## src/hdl/wpm_pkg.sv

```systemverilog
// Shared constants, types and character helpers for the wildcard pattern matcher.
// No dependencies; imported by every design module of the block (the checker does not import it).
`timescale 1ns / 1ps
`default_nettype none

package wpm_pkg;

  localparam int MAX_PATTERN = 32;
  // Counter/length width holds 0..MAX_PATTERN inclusive.
  localparam int LEN_W  = $clog2(MAX_PATTERN + 1);
  localparam int ADDR_W = (MAX_PATTERN > 1) ? $clog2(MAX_PATTERN) : 1;

  localparam logic [7:0] CH_QUERY = 8'h3F;  // '?'
  localparam logic [7:0] CH_STAR  = 8'h2A;  // '*'
  localparam logic [8:0] CASE_GAP = 9'd32;

  localparam logic [7:0] CH_0 = 8'h30;
  localparam logic [7:0] CH_9 = 8'h39;
  localparam logic [7:0] CH_LA = 8'h61;
  localparam logic [7:0] CH_LZ = 8'h7A;
  localparam logic [7:0] CH_UA = 8'h41;
  localparam logic [7:0] CH_UZ = 8'h5A;

  localparam logic REQ_PATTERN = 1'b0;
  localparam logic REQ_TEXT    = 1'b1;

  // Control handed to the column unit for one sweep step.
  typedef struct packed {
    logic       step;   // advance the column ring by one position
    logic       adv;    // 1: text advance, 0: rebuild start column
    logic       first;  // position zero of the sweep
    logic       live;   // position lies within the loaded pattern
    logic [7:0] ch;     // text byte under test
  } wpm_ctl_t;

  function automatic logic is_alnum(input logic [7:0] c);
    is_alnum = ((c >= CH_0) && (c <= CH_9)) || ((c >= CH_LA) && (c <= CH_LZ)) ||
               ((c >= CH_UA) && (c <= CH_UZ));
  endfunction

  // Equal, or apart by exactly 32, compared without wrap.
  function automatic logic char_eq(input logic [7:0] c, input logic [7:0] p);
    logic [8:0] cw;
    logic [8:0] pw;
    cw = {1'b0, c};
    pw = {1'b0, p};
    char_eq = (cw == pw) || ((cw + CASE_GAP) == pw) || (cw == (pw + CASE_GAP));
  endfunction

endpackage

`default_nettype wire

```

## src/hdl/wpm_pat_ram.sv

```systemverilog
// Pattern store: one write port, one registered read port.
// Depends on wpm_pkg for depth and address width.
`timescale 1ns / 1ps
`default_nettype none

module wpm_pat_ram
  import wpm_pkg::*;
(
  input  wire logic              clk,
  input  wire logic              wr_en,
  input  wire logic [ADDR_W-1:0] wr_addr,
  input  wire logic [7:0]        wr_data,
  input  wire logic [ADDR_W-1:0] rd_addr,
  output logic [7:0]             rd_data
);

  logic [7:0] mem [MAX_PATTERN];
  logic [7:0] rd_data_r;

  always_ff @(posedge clk) begin
    if (wr_en) begin
      mem[wr_addr] <= wr_data;
    end
    rd_data_r <= mem[rd_addr];
  end

  assign rd_data = rd_data_r;

endmodule

`default_nettype wire

```

## src/hdl/wpm_col_unit.sv

```systemverilog
// Match column held as a rotating ring with one shared cell evaluated per step.
// Depends on wpm_pkg (wpm_ctl_t, character helpers).
`timescale 1ns / 1ps
`default_nettype none

module wpm_col_unit
  import wpm_pkg::*;
(
  input  wire logic     clk,
  input  wire logic     rst_n,
  input  wire wpm_ctl_t ctl,
  input  wire logic [7:0] pat_byte,   // pattern byte for position k-1
  output logic          new_bit       // new column bit for position k
);

  // Ring: at rest col_r[j] is bit j; each step retires the head and
  // inserts the fresh bit at the top, so MAX_PATTERN+1 steps realign it.
  logic [MAX_PATTERN:0] col_r;
  logic                 prev_r;   // old bit k-1
  logic                 cur_r;    // new bit k-1
  logic                 old_bit;
  logic                 alnum;

  assign old_bit = col_r[0];
  assign alnum   = is_alnum(ctl.ch);

  always_comb begin
    new_bit = 1'b0;
    if (ctl.first) begin
      new_bit = ~ctl.adv;
    end else if (!ctl.live) begin
      new_bit = ctl.adv ? old_bit : 1'b0;
    end else if (!ctl.adv) begin
      new_bit = cur_r && (pat_byte == CH_STAR);
    end else if (pat_byte == CH_QUERY) begin
      new_bit = alnum && prev_r;
    end else if (pat_byte == CH_STAR) begin
      new_bit = cur_r || (alnum && old_bit);
    end else begin
      new_bit = char_eq(ctl.ch, pat_byte) && prev_r;
    end
  end

  always_ff @(posedge clk) begin
    if (!rst_n) begin
      col_r <= (MAX_PATTERN + 1)'(1);
    end else if (ctl.step) begin
      col_r <= {new_bit, col_r[MAX_PATTERN:1]};
    end
  end

  always_ff @(posedge clk) begin
    if (ctl.step) begin
      prev_r <= old_bit;
      cur_r  <= new_bit;
    end
  end

endmodule

`default_nettype wire

```

## src/hdl/wildcard_pattern_matcher.sv

```systemverilog
// Top level of the glob-style wildcard matcher: sequencer, pattern length, output slot.
// Depends on wpm_pkg, wpm_pat_ram and wpm_col_unit.
//
// Usage
//   Input stream (in_*): in_tuser = 0 loads a pattern byte, 1 sends a text byte.
//   in_tdata carries the byte, in_tlast marks the last byte of pattern or text.
//   A pattern byte after a closed pattern starts a new one. A text byte that
//   arrives while a pattern is still open closes it first.
//   Result stream (out_*): one item per text, on its last byte:
//   bit 0 matched, bit 1 pattern overflow (more than MAX_PATTERN bytes).
// Sequencing
//   Pattern byte: written on accept; the last one adds a start-column sweep.
//   Text byte: after the accept, a sweep over the whole ring, one ring position
//   per cycle through the shared cell; a byte that also closes the pattern is
//   preceded by a start-column sweep.
//   Last text byte: the sweep makes the result decision, the output slot is
//   loaded once it is free, then the start column is rebuilt.
//   in_tready is high only while the sequencer is idle.
// Reset
//   Synchronous, active low: empty pattern, loading expected, no result pending.
// Back-pressure
//   The result waits in the output register; further items are still taken,
//   but the next result waits in the sequencer until the slot frees.
`timescale 1ns / 1ps
`default_nettype none

module wildcard_pattern_matcher
  import wpm_pkg::*;
(
  input  wire logic       clk,
  input  wire logic       rst_n,
  input  wire logic       in_tvalid,
  output logic            in_tready,
  input  wire logic [7:0] in_tdata,    // [7:0] char_byte
  input  wire logic       in_tuser,    // [0] req_type
  input  wire logic       in_tlast,    // is_last
  output logic            out_tvalid,
  input  wire logic       out_tready,
  output logic [7:0]      out_tdata    // [0] matched, [1] pattern_overflow, [7:2] zero
);

  typedef enum logic [3:0] {
    ST_IDLE  = 4'b0001,
    ST_START = 4'b0010,
    ST_ADV   = 4'b0100,
    ST_HOLD  = 4'b1000
  } state_t;

  localparam logic [LEN_W-1:0] LAST_POS = LEN_W'(MAX_PATTERN);

  state_t           state_r, state_nxt;
  logic [LEN_W-1:0] k_r, k_nxt;
  logic [LEN_W-1:0] len_r, len_nxt;
  logic             ovf_r, ovf_nxt;
  logic             loading_r, loading_nxt;
  logic             adv_pend_r, adv_pend_nxt;
  logic [7:0]       ch_r, ch_nxt;
  logic             last_r, last_nxt;
  logic             res_r, res_nxt;
  logic             out_valid_r, out_valid_nxt;
  logic             out_match_r, out_match_nxt;
  logic             out_ovf_r, out_ovf_nxt;

  logic             accept;
  logic [LEN_W-1:0] base_len;
  logic             wr_en;
  logic [7:0]       pat_byte;
  logic             new_bit;
  wpm_ctl_t         ctl;

  assign in_tready = (state_r == ST_IDLE);
  assign accept    = in_tvalid && in_tready;
  // A pattern byte after a closed pattern restarts the length.
  assign base_len  = loading_r ? len_r : '0;
  assign wr_en     = accept && (in_tuser == REQ_PATTERN) && (base_len < LAST_POS);

  assign ctl.step  = (state_r == ST_START) || (state_r == ST_ADV);
  assign ctl.adv   = (state_r == ST_ADV);
  assign ctl.first = (k_r == '0);
  assign ctl.live  = (k_r != '0) && (k_r <= len_r);
  assign ctl.ch    = ch_r;

  wpm_pat_ram u_pat_ram (
    .clk     (clk),
    .wr_en   (wr_en),
    .wr_addr (base_len[ADDR_W-1:0]),
    .wr_data (in_tdata),
    .rd_addr (k_r[ADDR_W-1:0]),   // data lands for the next position
    .rd_data (pat_byte)
  );

  wpm_col_unit u_col_unit (
    .clk      (clk),
    .rst_n    (rst_n),
    .ctl      (ctl),
    .pat_byte (pat_byte),
    .new_bit  (new_bit)
  );

  always_comb begin
    state_nxt     = state_r;
    k_nxt         = k_r;
    len_nxt       = len_r;
    ovf_nxt       = ovf_r;
    loading_nxt   = loading_r;
    adv_pend_nxt  = adv_pend_r;
    ch_nxt        = ch_r;
    last_nxt      = last_r;
    res_nxt       = res_r;
    out_valid_nxt = out_valid_r && !out_tready;
    out_match_nxt = out_match_r;
    out_ovf_nxt   = out_ovf_r;

    case (state_r)
      ST_IDLE: begin
        if (accept) begin
          k_nxt = '0;
          if (in_tuser == REQ_PATTERN) begin
            loading_nxt = 1'b1;
            ovf_nxt     = loading_r ? ovf_r : 1'b0;
            if (base_len < LAST_POS) begin
              len_nxt = base_len + 1'b1;
            end else begin
              len_nxt = base_len;
              ovf_nxt = 1'b1;
            end
            if (in_tlast) begin
              loading_nxt  = 1'b0;
              adv_pend_nxt = 1'b0;
              state_nxt    = ST_START;
            end
          end else begin
            ch_nxt   = in_tdata;
            last_nxt = in_tlast;
            if (loading_r) begin
              // Open pattern: close it and build its start column first.
              loading_nxt  = 1'b0;
              adv_pend_nxt = 1'b1;
              state_nxt    = ST_START;
            end else begin
              state_nxt = ST_ADV;
            end
          end
        end
      end
      ST_START: begin
        k_nxt = k_r + 1'b1;
        if (k_r == LAST_POS) begin
          k_nxt        = '0;
          adv_pend_nxt = 1'b0;
          state_nxt    = adv_pend_r ? ST_ADV : ST_IDLE;
        end
      end
      ST_ADV: begin
        k_nxt = k_r + 1'b1;
        if (k_r == len_r) begin
          res_nxt = new_bit;
        end
        if (k_r == LAST_POS) begin
          k_nxt     = '0;
          state_nxt = last_r ? ST_HOLD : ST_IDLE;
        end
      end
      ST_HOLD: begin
        if (!out_valid_r || out_tready) begin
          out_valid_nxt = 1'b1;
          out_match_nxt = res_r && !ovf_r;
          out_ovf_nxt   = ovf_r;
          k_nxt         = '0;
          adv_pend_nxt  = 1'b0;
          state_nxt     = ST_START;   // next text starts from a fresh column
        end
      end
      default: begin
        state_nxt = ST_IDLE;
      end
    endcase
  end

  always_ff @(posedge clk) begin
    if (!rst_n) begin
      state_r     <= ST_IDLE;
      k_r         <= '0;
      len_r       <= '0;
      ovf_r       <= 1'b0;
      loading_r   <= 1'b1;
      adv_pend_r  <= 1'b0;
      out_valid_r <= 1'b0;
    end else begin
      state_r     <= state_nxt;
      k_r         <= k_nxt;
      len_r       <= len_nxt;
      ovf_r       <= ovf_nxt;
      loading_r   <= loading_nxt;
      adv_pend_r  <= adv_pend_nxt;
      out_valid_r <= out_valid_nxt;
    end
  end

  always_ff @(posedge clk) begin
    ch_r        <= ch_nxt;
    last_r      <= last_nxt;
    res_r       <= res_nxt;
    out_match_r <= out_match_nxt;
    out_ovf_r   <= out_ovf_nxt;
  end

  assign out_tvalid = out_valid_r;
  assign out_tdata  = {6'b0, out_ovf_r, out_match_r};

endmodule

`default_nettype wire

```

## config.mk

```make
export PLATFORM = sky130hd
export DESIGN_NAME = wildcard_pattern_matcher
export DESIGN_NICKNAME = d
export VERILOG_FILES = /design/src/hdl/wpm_pkg.sv /design/src/hdl/wpm_pat_ram.sv /design/src/hdl/wpm_col_unit.sv /design/src/hdl/wildcard_pattern_matcher.sv
export SDC_FILE = /design/constraint.sdc
export NUM_CORES = 1
export LEC_CHECK = 0
export BUFFER_PORTS_ARGS = -buffer_cell sky130_fd_sc_hd__buf_4
export CAP_MARGIN = 20
export CELL_PAD_IN_SITES_DETAIL_PLACEMENT = 1
export CELL_PAD_IN_SITES_GLOBAL_PLACEMENT = 1
export CORE_MARGIN = 3
export CORE_UTILIZATION = 55
export DETAILED_ROUTE_END_ITERATION = 8
export HOLD_SLACK_MARGIN = 0.15
export MAX_ROUTING_LAYER = met4
export PLACE_DENSITY = 0.78
export SLEW_MARGIN = 0
export SYNTH_ARGS = -nofsm -noshare
export SYNTH_HDL_FRONTEND = slang
export SYNTH_SLANG_ARGS = --single-unit
```

## constraint.sdc

```tcl
create_clock -name clk -period 6.32 [get_ports clk]
set_clock_uncertainty 0.1 [all_clocks]
set_input_delay 0.632 -clock clk [delete_from_list [all_inputs] [get_ports clk]]
set_output_delay 0.632 -clock clk [all_outputs]
set_load 0.05 [all_outputs]
```

==> results of run 1 <==
-- critical path: cells and delay by family (launching register included) --
family          cells  cell delay (ps)
compound gates      1              920
flops               1              790
simple gates        3              770
fa+ha+maj           1              250
buf+inv             1              180
-- per-stage QoR --
step / worst slack, ps / instance area [sq um] / utilization / hold WS (ps)
3_5_place_dp: 3030 / 13800 / 0.581 / 358
2_1_floorplan: 3220 / 13500 / - / 332
5_1_grt: 2760 / 15000 / 0.630 / 213
3_3_place_gp: 2710 / 13800 / 0.580 / 345
4_1_cts: 2950 / 14900 / 0.629 / 210
6_report: 2920 / 15000 / 0.630 / 230
-- Yosys cell counts (all sizes together) (2+ instances only) --
cell type / instances
or3: 3
nor4b: 4
mux4: 80
buf: 22
nand2b: 3
and2: 5
nand3b: 2
a21boi: 32
a31oi: 4
a22oi: 3
nor3: 7
dfxtp: 61
a221oi: 2
clkbuf: 25
a21o: 2
mux2: 9
or4: 3
nor2b: 17
mux2i: 2
xor2: 12
and3: 2
ha: 15
o21a: 4
inv: 11
xnor2: 5
nand4: 6
a311oi: 2
nand3: 11
nor2: 43
o311ai: 3
edfxtp: 270
a21oi: 6
o21ai: 13
nand2: 88
-- where the power goes --
group / total (uW) / switching [uW] / leakage [uW] / internal [uW]
combinational: 810 / 395 / 0.00122 / 415
sequential: 2570 / 153 / 0.00293 / 2420
clock: 2050 / 830 / 0.000560 / 1220
total: 5430 / 1380 / 0.00471 / 4050
-- final cells by class --
class	count	area, sq um
inverters	12	45.0
well taps	319	399
multi-input cells	412	3860
clock inverters	21	253
clock buffers	41	887
repair buffers	25	198
flip-flops and latches	331	9340
fillers	2085	8780
-- layer usage --
layer,part of all wire,routed length (microns),vias up,GRT usage
met3,0.063,1970,60,0.0437
met2,0.50,15600,305,0.401
met4,0.034,1060,0,0.0857
met5,0,0,-,-
met1,0.40,12500,3773,0.331
li1,-,-,3136,-
-- sequential cells by signal, indices dropped and copies added (netlist names), 4 cells and up --
signal and cells:
ch_r 8, u_col_unit.col_r 33, u_pat_ram.mem 256, k_r 6
u_pat_ram.rd_data 8, state_r 4, len_r 6
-- placed cells by master, fill, tap and decap left out, drive strengths merged, types with 7 or more instances in the layout --
cell      n
clkinv   13
inv      14
edfxtp  270
nor3      7
ha       15
buf      24
nand2    88
xor2     12
nor2b    17
o21ai    13
mux2      9
nor2     43
dfxtp    61
nand3    11
mux4     80
clkbuf   42
a21boi   32
-- how the worst max path moves through the flow --
stage / slack (ps) / start / depth (start not counted) / end
final: 2920 / loading_r / 6 / u_pat_ram.mem[7][1]
after global placement: 2710 / loading_r / 6 / u_pat_ram.mem[15][3]
after detailed placement: 3030 / k_r[1] / 8 / u_col_unit.cur_r
after global routing: 2760 / loading_r / 6 / u_pat_ram.mem[7][6]
after floorplan: 3220 / state_r[3] / 6 / u_pat_ram.mem[6][0]
after CTS: 2950 / state_r[0] / 5 / u_pat_ram.mem[5][3]
-- cells by family after synthesis --
group,share of synthesized area
other,0.000279
buffers and inverters,0.0217
AO/OA/AOI/OAI,0.0457
XOR/XNOR,0.0111
multiplexers,0.143
adder cells (fa/ha/maj),0.0140
flip-flops,0.694
AND/OR/NAND/NOR,0.0706
==> impl_summary.log, run 1 <==
INFO  metric gp_congestion = 0.866
INFO  metric postSynth.asyncResetShare = 0
INFO  metric die_area = about 26000 sq um
INFO  metric core = 23800 sq um
INFO  metric criticalPathCategory = reg2reg
INFO  metric finalHoldViolations = 0
INFO  metric r2r-end = u_pat_ram.mem[7][1]
INFO  metric outcome = finished, final reports clean
INFO  metric worst_hold_path.num_cells = 1
INFO  metric post-route-min-period = 3400 ps
INFO  metric htree_num_levels = 2
INFO  metric final_nets = 845
INFO  metric yosys_warnings = 0
INFO  metric drt_wl_total = 31.1 mm
INFO  metric holdBufCountCts = 0
INFO  metric synthFlopType = edfxtp_1
INFO  metric clock_sink_count = 331
INFO  metric setup_tns = 0 ps
INFO  metric grt_setup_unrepaired = false
INFO  metric wire_length_of_the_first_global_routing_pass = 47.4 mm
INFO  metric mean_instance_size_in_the_synthesized_netlist = 16.9 sq um
INFO  metric synth_area_leader_cell = edfxtp_1
INFO  metric cts.root.buffer_cell = clkbuf_16
INFO  metric firstDrtPassIters = 6
INFO  metric synth_edf_count = 270
INFO  metric place_inst = 1097
INFO  metric final-setup-viol-count = 0
INFO  metric cp_data_arrival_time = ~3400 ps
INFO  metric cts_tree = done
INFO  metric vdd_ir_drop_max = between 0.2 and 0.3 mV
INFO  metric design.portCount = 24
INFO  metric slew_viol_final = 0
INFO  metric ff_latch_count_synth = 331
INFO  metric final_layout_size_suffix_gt1_frac = 0.210
INFO  metric timing.hold.worst_endpoint = last_r
INFO  metric antenna_left = 0
INFO  metric crit_path_start_kind = register
INFO  metric rrSetupSlack = roughly 2900 ps
INFO  metric fp.dieW = ~160 microns
INFO  metric cts-root-to-sink-buffers = 3
INFO  metric maxSlewHeadroom = 0.216
INFO  metric instances_no_fill = 1161
INFO  metric area.growth.synth_to_final = 11.3%
INFO  metric worst_skew_pair.late_latency = 520 ps
INFO  metric ys_seq_area_frac = 0.694
INFO  metric vias_per_cell = 6.27
INFO  metric numPortBuffers = 17
INFO  metric grt-ovfl-total = 0
INFO  metric power.static_leakage = 0.00471 uW
INFO  metric clk_transition_reported_paths = 60 ps
INFO  metric die_y = between 150 and 200 microns
INFO  metric crit-reg2reg-launch = loading_r
INFO  metric num_antenna_cells = 0
INFO  metric timing_worst_slew_pin_value = between 1000 and 1500 ps
INFO  metric crit_fanout = 20
INFO  metric worst_hold_startpoint = in_tlast
INFO  metric dp.final_hpwl = 19.0 mm
INFO  metric critPathSlowestCell = a21oi_1
INFO  metric rows = 56
INFO  metric number_of_buffers_created_by_cts = 34
INFO  metric cp_common_cell = nand2_1
INFO  metric cts_setup_buffers = 0
INFO  metric grt_max_degree = 50
INFO  metric grt_pass1_vias = between 7000 and 8000
INFO  metric critical_path_required = 6340 ps
INFO  metric drc_errors = 0
INFO  metric period_share = 0.538
INFO  metric drt-initial-drc-count = between 800 and 900
INFO  metric via_count = just over 7000
INFO  metric achievable-frequency = approximately 300 MHz
INFO  metric initial_core_util = 0.566
INFO  metric worstSetupEndpointType = register
INFO  metric grt_antenna_before_repair = 0
INFO  metric wl_per_cell = between 20 and 30 microns
INFO  metric track_usage = 0.251
INFO  metric hold_path_class = in2reg
INFO  metric cts_repair_resizes = 0
INFO  metric timing.critical_path.cells = nand2_1 > inv_1 > ha_1 > nand2_1 > or3_1 > a21oi_1
INFO  metric syn_area = 13400 sq um
INFO  metric p_total = between 5000 and 6000 uW
INFO  metric max_cap_violation_count = 0
INFO  metric power.density = 363 nW/um^2
INFO  metric cpPeakStageDelay = around 920 ps
INFO  metric syn_inst = 797
INFO  metric netlist.area_leader.share = 0.603
INFO  metric synth_area_leaders = edfxtp_1, mux4_2, dfxtp_1
INFO  metric ys_types = 66
INFO  metric timing.reg2reg.worst_path_depth = 6
(Power assumes the default switching activity.)
==> run 2, diff against run 1 <==
ABC_AREA = 1   (was unset)
CORE_UTILIZATION = 51   (was 55)
PLACE_DENSITY = 0.77   (was 0.78)
clock period = 3.5 ns   (was 6.32 ns; I/O delays follow)
==> run 2 against run 1 <==
Compared with the run above: combinational power grew to 2.5 times the previous value; hold slack better by 0.85 ps; register-to-register slack worse by 2100 ps; wire length is 22% higher; sequential power is 81% higher; global-route usage is 2.4 points higher; synthesized area is 1.5% higher; first-iteration DRC count is 30% higher; setup slack worse by 2100 ps; clock-buffer cell count is 13 higher; sequential share of layout area is 0.92 points lower.
==> impl_summary.log, run 2 <==
INFO  metric holdBufCountCts = 5 (+5)
INFO  metric final_nets = 1223 (+45%)
INFO  metric timing_worst_slew_pin_value = 961 ps (-215 ps)
INFO  metric switching_part_of_the_total_power = 0.298 (+0.0438)
INFO  metric netlist.area_leader.share = 0.594 (-0.00912)
INFO  metric vdd_ir_drop_max = 0.455 mV (+59%)
INFO  metric outcome = finished, final reports clean
INFO  metric critical_path_required = 3530 ps (-2810 ps)
INFO  metric drt-initial-drc-count = 1070 (+30%)
INFO  metric cts-root-to-sink-buffers = 3 (unchanged)
INFO  metric rows = 59 (+5.4%)
INFO  metric clkPwrFrac = 0.366 (-0.011)
INFO  metric power.static_leakage = 0.00536 uW (+14%)
INFO  metric wire_length_of_the_first_global_routing_pass = 58.1 mm (+23%)
INFO  metric synth_edf_count = 270 (unchanged)
INFO  metric mean_instance_size_in_the_synthesized_netlist = 11.5 sq um (-32%)
INFO  metric design.portCount = 24 (unchanged)
INFO  metric ff_latch_count_synth = 331 (unchanged)
INFO  metric die_area = 28800 sq um (+9.1%)
INFO  metric track_usage = 0.275 (+0.0240)
INFO  metric fp.dieW = 170 microns (+4.5%)
INFO  metric clk_transition_reported_paths = 60 ps (about the same)
INFO  metric synth_most_common_cell = edfxtp_1
INFO  metric core = 26200 sq um (+10%)
INFO  metric syn_inst = 1192 (+50%)
INFO  metric hold_path_class = in2reg
INFO  metric slew_viol_final = 0 (unchanged)
INFO  metric number_of_buffers_created_by_cts = 35 (+2.9%)
INFO  metric postSynth.asyncResetShare = 0 (unchanged)
INFO  metric internal_power = 7400 uW (+83%)
INFO  metric gp_congestion = 0.898 (+3.7%)
INFO  metric crit-reg2reg-launch = state_r[3]
INFO  metric maxSlewHeadroom = 0.359 (+0.143)
INFO  metric grt_max_degree = 77 (+54%)
INFO  metric whs = 231 ps (+0.848 ps)
INFO  metric cts_tree = done
INFO  metric crit_fanout = 8 (-60%)
INFO  metric post_synth_most_frequent_cells = edfxtp_1, nor2_1, o21ai_0
INFO  metric die_y = 170 microns (+4.5%)
INFO  metric htree_num_levels = 2 (unchanged)
INFO  metric cts.root.buffer_cell = clkbuf_16
INFO  metric worst_skew_pair.late_latency = 510 ps (about the same)
INFO  metric antenna_left = 0 (unchanged)
INFO  metric cts_setup_buffers = 0 (unchanged)
INFO  metric post-route-min-period = 2690 ps (-714 ps)
INFO  metric p_comb_frac = 0.193 (+0.044)
INFO  metric cp_data_arrival_time = 2720 ps (-700 ps)
INFO  metric biggest_register = u_pat_ram.mem
INFO  metric syn_area = 13700 sq um (+1.5%)
INFO  metric synth_area_leader_cell = edfxtp_1
INFO  metric grt_antenna_before_repair = 1 (+1)
INFO  metric wl_per_cell = 24.3 microns (-9.2%)
INFO  metric drc_errors = 0 (unchanged)
INFO  metric final_design_area_no_fill = 15200 sq um (+1.5%)
INFO  metric grt_setup_unrepaired = false
INFO  metric largest_register_ffs = 256 (unchanged)
INFO  metric mostFrequentLayoutCell = edfxtp_1
INFO  metric cts_repair_resizes = 0 (unchanged)
INFO  metric biggestRegsByFlops = u_pat_ram.mem: 256 flops, u_col_unit.col_r: 33 flops
INFO  metric firstDrtPassIters = 5 (-1)
INFO  metric ys_seq_area_frac = 0.683 (-0.0105)
INFO  metric crit_path_start_kind = register
INFO  metric grt-ovfl-total = 0 (unchanged)
INFO  metric setup_tns = 0 ps (unchanged)
INFO  metric numPortBuffers = 17 (unchanged)
INFO  metric synth_area_leaders = edfxtp_1, dfxtp_1, nor2_1
INFO  metric layout.cells.most_common_list = edfxtp_1, nor2_1, o21ai_0
INFO  metric yosys_warnings = 0 (unchanged)
INFO  metric critical_path.startpoint = state_r[3]
INFO  metric initial_core_util = 0.521 (-0.0451)
INFO  metric achievable-frequency = 372 MHz (+27%)
INFO  metric p_seq_frac = 0.441 (-0.033)
INFO  metric area.growth.synth_to_final = 11.3% (about the same)
INFO  metric synthFlopType = edfxtp_1
INFO  metric worst_hold_path.num_cells = 1 (unchanged)
INFO  metric period_share = 0.767 (+0.229)
INFO  metric grt_pass1_vias = 9909 (+29%)
INFO  metric total_switching_power = 3140 uW (+130%)
INFO  metric worst_hold_startpoint = in_tdata[7]
INFO  metric power.density = 694 nW/um^2 (+91%)
INFO  metric final.fill_count = 2663 (+28%)
INFO  metric vias_per_cell = 6.09 (-2.7%)
INFO  metric timing.reg2reg.worst_path_depth = 9 (+3)
INFO  metric criticalPathCategory = reg2reg
INFO  metric ys_types = 40 (-39%)
INFO  metric final_layout_size_suffix_gt1_frac = 0.0934 (-0.117)
INFO  metric dp.final_hpwl = 23.5 mm (+23%)
INFO  metric via_count = 9482 (+30%)
INFO  metric dpl_cell_area = 13900 sq um (+0.94%)
INFO  metric max_cap_violation_count = 0 (unchanged)
INFO  metric final_core_utilization = 0.580 (-0.0505)
INFO  metric finalHoldViolations = 0 (unchanged)
INFO  metric p_total = 10500 uW (+94%)
INFO  metric final-setup-viol-count = 0 (unchanged)
INFO  metric worstSetupEndpointType = register
INFO  metric clock_sink_count = 331 (unchanged)
INFO  metric drt_wl_total = 37.8 mm (+22%)
## run 2: worst paths after layout
path	slack, ps	end
hold reg to reg	370	u_col_unit.col_r[0]
setup reg to reg	810	u_pat_ram.mem[3][2]
hold / removal	230	u_pat_ram.mem[28][7]
setup / recovery	810	u_pat_ram.mem[3][2]
## run 2: power groups by stage
stage / Combinational [uW] / Sequential, uW / Clock [uW]
2_1_floorplan: 1490 / 4650 / 0
4_1_cts: 2040 / 4650 / 3910
3_5_place_dp: 2020 / 4730 / 0
5_1_grt: 2280 / 4670 / 4080
6_report: 2040 / 4650 / 3850
3_3_place_gp: 1940 / 4710 / 0
## run 2: final cells by class
type / instances / area (sq um) / area share
flip-flops and latches: 331 / 9330 / 0.614
multi-input cells: 736 / 3750 / 0.247
clock buffers: 54 / 1060 / 0.0699
inverters: 55 / 209 / 0.0138
clock inverters: 9 / 145 / 0.00955
well taps: 335 / 419 / 0.0276
repair buffers: 35 / 275 / 0.0181
diodes: 1 / 2.50 / 0.000165
## run 2: logic make-up after synthesis
group / Yosys count / synth area share
AOI/OAI and AO/OA: 286 / 0.126
xor gates and xnor gates: 2 / 0.00128
adders and majority gates: 15 / 0.0137
buffers and inverters: 130 / 0.0441
DFF: 331 / 0.683
other: 1 / 0.000275
and+or+nand+nor: 427 / 0.131
## run 2: layer usage
layer | vias to the layer above | global-route usage | routed length [microns]
li1 | 4298 | - | -
met1 | 4777 | 0.355 | 15900
met2 | 332 | 0.454 | 18600
met3 | 75 | 0.0440 | 2330
met4 | 0 | 0.0793 | 1000
met5 | - | - | 0
## run 2: worst max-delay path, stage by stage, from the launching register on
cell and delay (ps):
dfxtp_1 340, nor2_4 150, nand3_2 160, nor2_2 130, inv_2 70, nor2_4 120, nand2_1 130, inv_2 140
nand2_1 300, nor2_1 680
## run 2: through the flow
stage | std cells | setup WS [ps]
6_report | 1556 | 815
5_1_grt | 1556 | 622
4_1_cts | 1555 | 808
3_5_place_dp | 1487 | 853
3_3_place_gp | 1487 | 1040
2_1_floorplan | 1197 | 1160
==> run 3, diff against run 2 <==
CORE_UTILIZATION = 46   (was 51)
PLACE_DENSITY = 0.73   (was 0.77)
clock period = 2.35 ns   (was 3.5 ns; I/O delays follow)
==> run 3 against run 2 <==
Compared with the run above: clock power up 50%; wire length increased by 4.1%; largest power group unchanged; maximum frequency increased by 24%; combinational power rose by 69%; sequential share of layout area is 2.7 points lower; sequential power grew 49%; total power up 53%; design area increased by 4.6%; register-to-register slack worse by 640 ps; die area rose by 10%; sequential cell count unchanged.
==> impl_summary.log, run 3 (same netlist as run 2, synthesis figures left out) <==
INFO  metric outcome = finished, final reports clean
INFO  metric final.fill_count = 3045 (+14%)
INFO  metric worst_skew_pair.late_latency = 530 ps (+20 ps)
INFO  metric worstSetupEndpointType = register
INFO  metric vdd_ir_drop_max = 0.707 mV (+55%)
INFO  metric critical_path_required = 2470 ps (-1060 ps)
INFO  metric finalHoldViolations = 0 (unchanged)
INFO  metric grt_pass1_vias = 9985 (+0.77%)
INFO  metric area.growth.synth_to_final = 16.4%
INFO  metric crit_fanout = 8 (unchanged)
INFO  metric rrSetupSlack = 180 ps (-640 ps)
INFO  metric worst_hold_startpoint = in_tlast
INFO  metric mostFrequentLayoutCell = edfxtp_1
INFO  metric dp.final_hpwl = 25.1 mm (+6.9%)
INFO  metric biggest_register = u_pat_ram.mem
INFO  metric fp.dieW = 178 microns (+5.1%)
INFO  metric dp_slack = 222 ps (-631 ps)
INFO  metric critical_path.startpoint = state_r[3]
INFO  metric slew_viol_final = 0 (unchanged)
INFO  metric crit-reg2reg-launch = state_r[3]
INFO  metric p_seq_frac = 0.428 (-0.013)
INFO  metric cp_data_arrival_time = 2290 ps (-430 ps)
INFO  metric timing.hold.worst_endpoint = last_r
INFO  metric setup_ws = 178 ps (-637 ps)
INFO  metric die_area = 31800 sq um (+10%)
INFO  metric max_cap_violation_count = 0 (unchanged)
INFO  metric power.density = 1020 nW/um^2 (+46%)
INFO  metric cpPeakStageDelay = 340 ps (-340 ps)
INFO  metric cts_tree = done
INFO  metric p_total = 16100 uW (+53%)
INFO  metric grt_setup_unrepaired = false
INFO  metric worst_hold_path.num_cells = 2 (+1)
INFO  metric cts-root-to-sink-buffers = 3 (unchanged)
INFO  metric wire_length_of_the_first_global_routing_pass = 60.4 mm (+3.9%)
INFO  metric drc_errors = 0 (unchanged)
INFO  metric largest_register_ffs = 256 (unchanged)
INFO  metric timing.critical_path.depth = 10 (+1)
INFO  metric switching_part_of_the_total_power = 0.306 (+0.00794)
INFO  metric total_switching_power = 4930 uW (+57%)
INFO  metric htree_num_levels = 2 (unchanged)
INFO  metric die_y = 178 microns (+5.1%)
INFO  metric hold_path_class = in2reg
INFO  metric num_antenna_cells = 0 (-1)
INFO  metric vias_per_cell = 5.81 (-4.6%)
INFO  metric via_count = 9748 (+2.8%)
INFO  metric whs = 367 ps (+136 ps)
INFO  metric cts.root.buffer_cell = clkbuf_16
INFO  metric gp_congestion = 0.894 (-0.55%)
INFO  metric final_layout_size_suffix_gt1_frac = 0.142 (+0.0481)
INFO  metric crit_path_start_kind = register
INFO  metric criticalPathCategory = reg2reg
INFO  metric setup_tns = 0 ps (unchanged)
INFO  metric clk_transition_reported_paths = 60 ps (about the same)
INFO  metric power.static_leakage = 0.00573 uW (+7.0%)
INFO  metric initial_core_util = 0.471 (-0.0504)
INFO  metric grt_max_degree = 71 (-7.8%)
INFO  metric path_delay_family = simple AND/OR/NAND/NOR gates
INFO  metric layout.cells.most_common_list = edfxtp_1, nor2_1, o21ai_0
INFO  metric design.portCount = 24 (unchanged)
INFO  metric timing.reg2reg.worst_path_depth = 10 (+1)
INFO  metric final_nets = 1294 (+5.8%)
INFO  metric firstDrtPassIters = 5 (unchanged)
INFO  metric drt_wl_total = 39.4 mm (+4.1%)
INFO  metric core = 29000 sq um (+11%)
INFO  metric drt-initial-drc-count = 1089 (+1.8%)
INFO  metric r2r-end = u_pat_ram.mem[24][1]
INFO  metric wl_per_cell = 23.5 microns (-3.4%)
INFO  metric maxSlewHeadroom = 0.584 (+0.225)
INFO  metric final-setup-viol-count = 0 (unchanged)
INFO  metric internal_power = 11200 uW (+51%)
INFO  metric cts_setup_buffers = 0 (unchanged)
INFO  metric period_share = 0.924 (+0.157)
INFO  metric post-route-min-period = 2170 ps (-513 ps)
INFO  metric antenna_left = 0 (unchanged)
INFO  metric grt_antenna_before_repair = 0 (-1)
INFO  metric p_comb_frac = 0.214 (+0.021)
INFO  metric number_of_buffers_created_by_cts = 37 (+5.7%)
INFO  metric clock_sink_count = 331 (unchanged)
INFO  metric timing.critical_path.cells = nor2_4 > nand3_2 > nor2_2 > inv_2 > nor2_4 > nand2_1 > inv_2 > nand2_2 > nor2_1 > buf_4
INFO  metric clkPwrFrac = 0.358 (-0.008)
INFO  metric crit_buf_inv = 3 (+1)
INFO  metric final_core_utilization = 0.548 (-0.0322)
INFO  metric biggestRegsByFlops = u_pat_ram.mem: 256 flops, u_col_unit.col_r: 33 flops
INFO  metric rows = 62 (+5.1%)
INFO  metric grt-ovfl-total = 0 (unchanged)
INFO  metric track_usage = 0.259 (-0.0153)
INFO  metric critPathSlowestCell = dfxtp_1
INFO  metric timing_worst_slew_pin_value = 624 ps (-337 ps)
INFO  metric numPortBuffers = 17 (unchanged)
INFO  metric achievable-frequency = 460 MHz (+24%)
[run 3: power by group through the flow]
stage	logic [uW]	registers (uW)	clock network [uW]
floorplan	2230	6920	0
global placement	3280	7010	0
detailed placement	3370	7020	0
CTS	3430	6900	5850
global route	3800	6940	6090
finish	3450	6910	5780
[run 3: final cells by class]
cell class                 instances  area (sq um)  share of cell area
clock buffer                      47          1030              0.0647
clock inverter                    20           198              0.0124
inverter                          55           209              0.0132
multi-input combinational        736          3750               0.236
sequential                       331          9340               0.588
tap                              384           480              0.0302
timing repair buffer             104           891              0.0561
[run 3: how the worst max path moves through the flow]
stage,to,slack (ps)
finish,u_pat_ram.mem[24][1],180
global route,u_pat_ram.mem[24][1],9
CTS,u_pat_ram.mem[15][3],170
detailed placement,u_pat_ram.mem[24][0],220
global placement,u_pat_ram.mem[0][5],250
floorplan,u_pat_ram.mem[15][0],10
[run 3: worst register-to-register path: stages (launching register included)]
cell and delay [ps]:
dfxtp_1 340, nor2_4 150, nand3_2 90, nor2_2 100, inv_2 60, nor2_4 130, nand2_1 110, inv_2 130
nand2_2 280, nor2_1 200, buf_4 190
[run 3: stage by stage]
step	instances	cell area, sq um
2_1_floorplan	1197	13700
3_3_place_gp	1596	14500
3_5_place_dp	1596	14500
4_1_cts	1677	15900
5_1_grt	1677	15900
6_report	1677	15900
[run 3: what timing repair did]
item,CTS,global route
hold buffers,14,0
endpoints found under the setup margin,0,8
gates resized for setup,0,1
hold endpoints to repair,268,0
[run 3: metal layers]
layer	vias up	share of wire	global-route usage
li1	4431	-	-
met1	4918	0.43	0.344
met2	325	0.49	0.425
met3	74	0.055	0.0317
met4	0	0.028	0.0750
met5	-	0	-
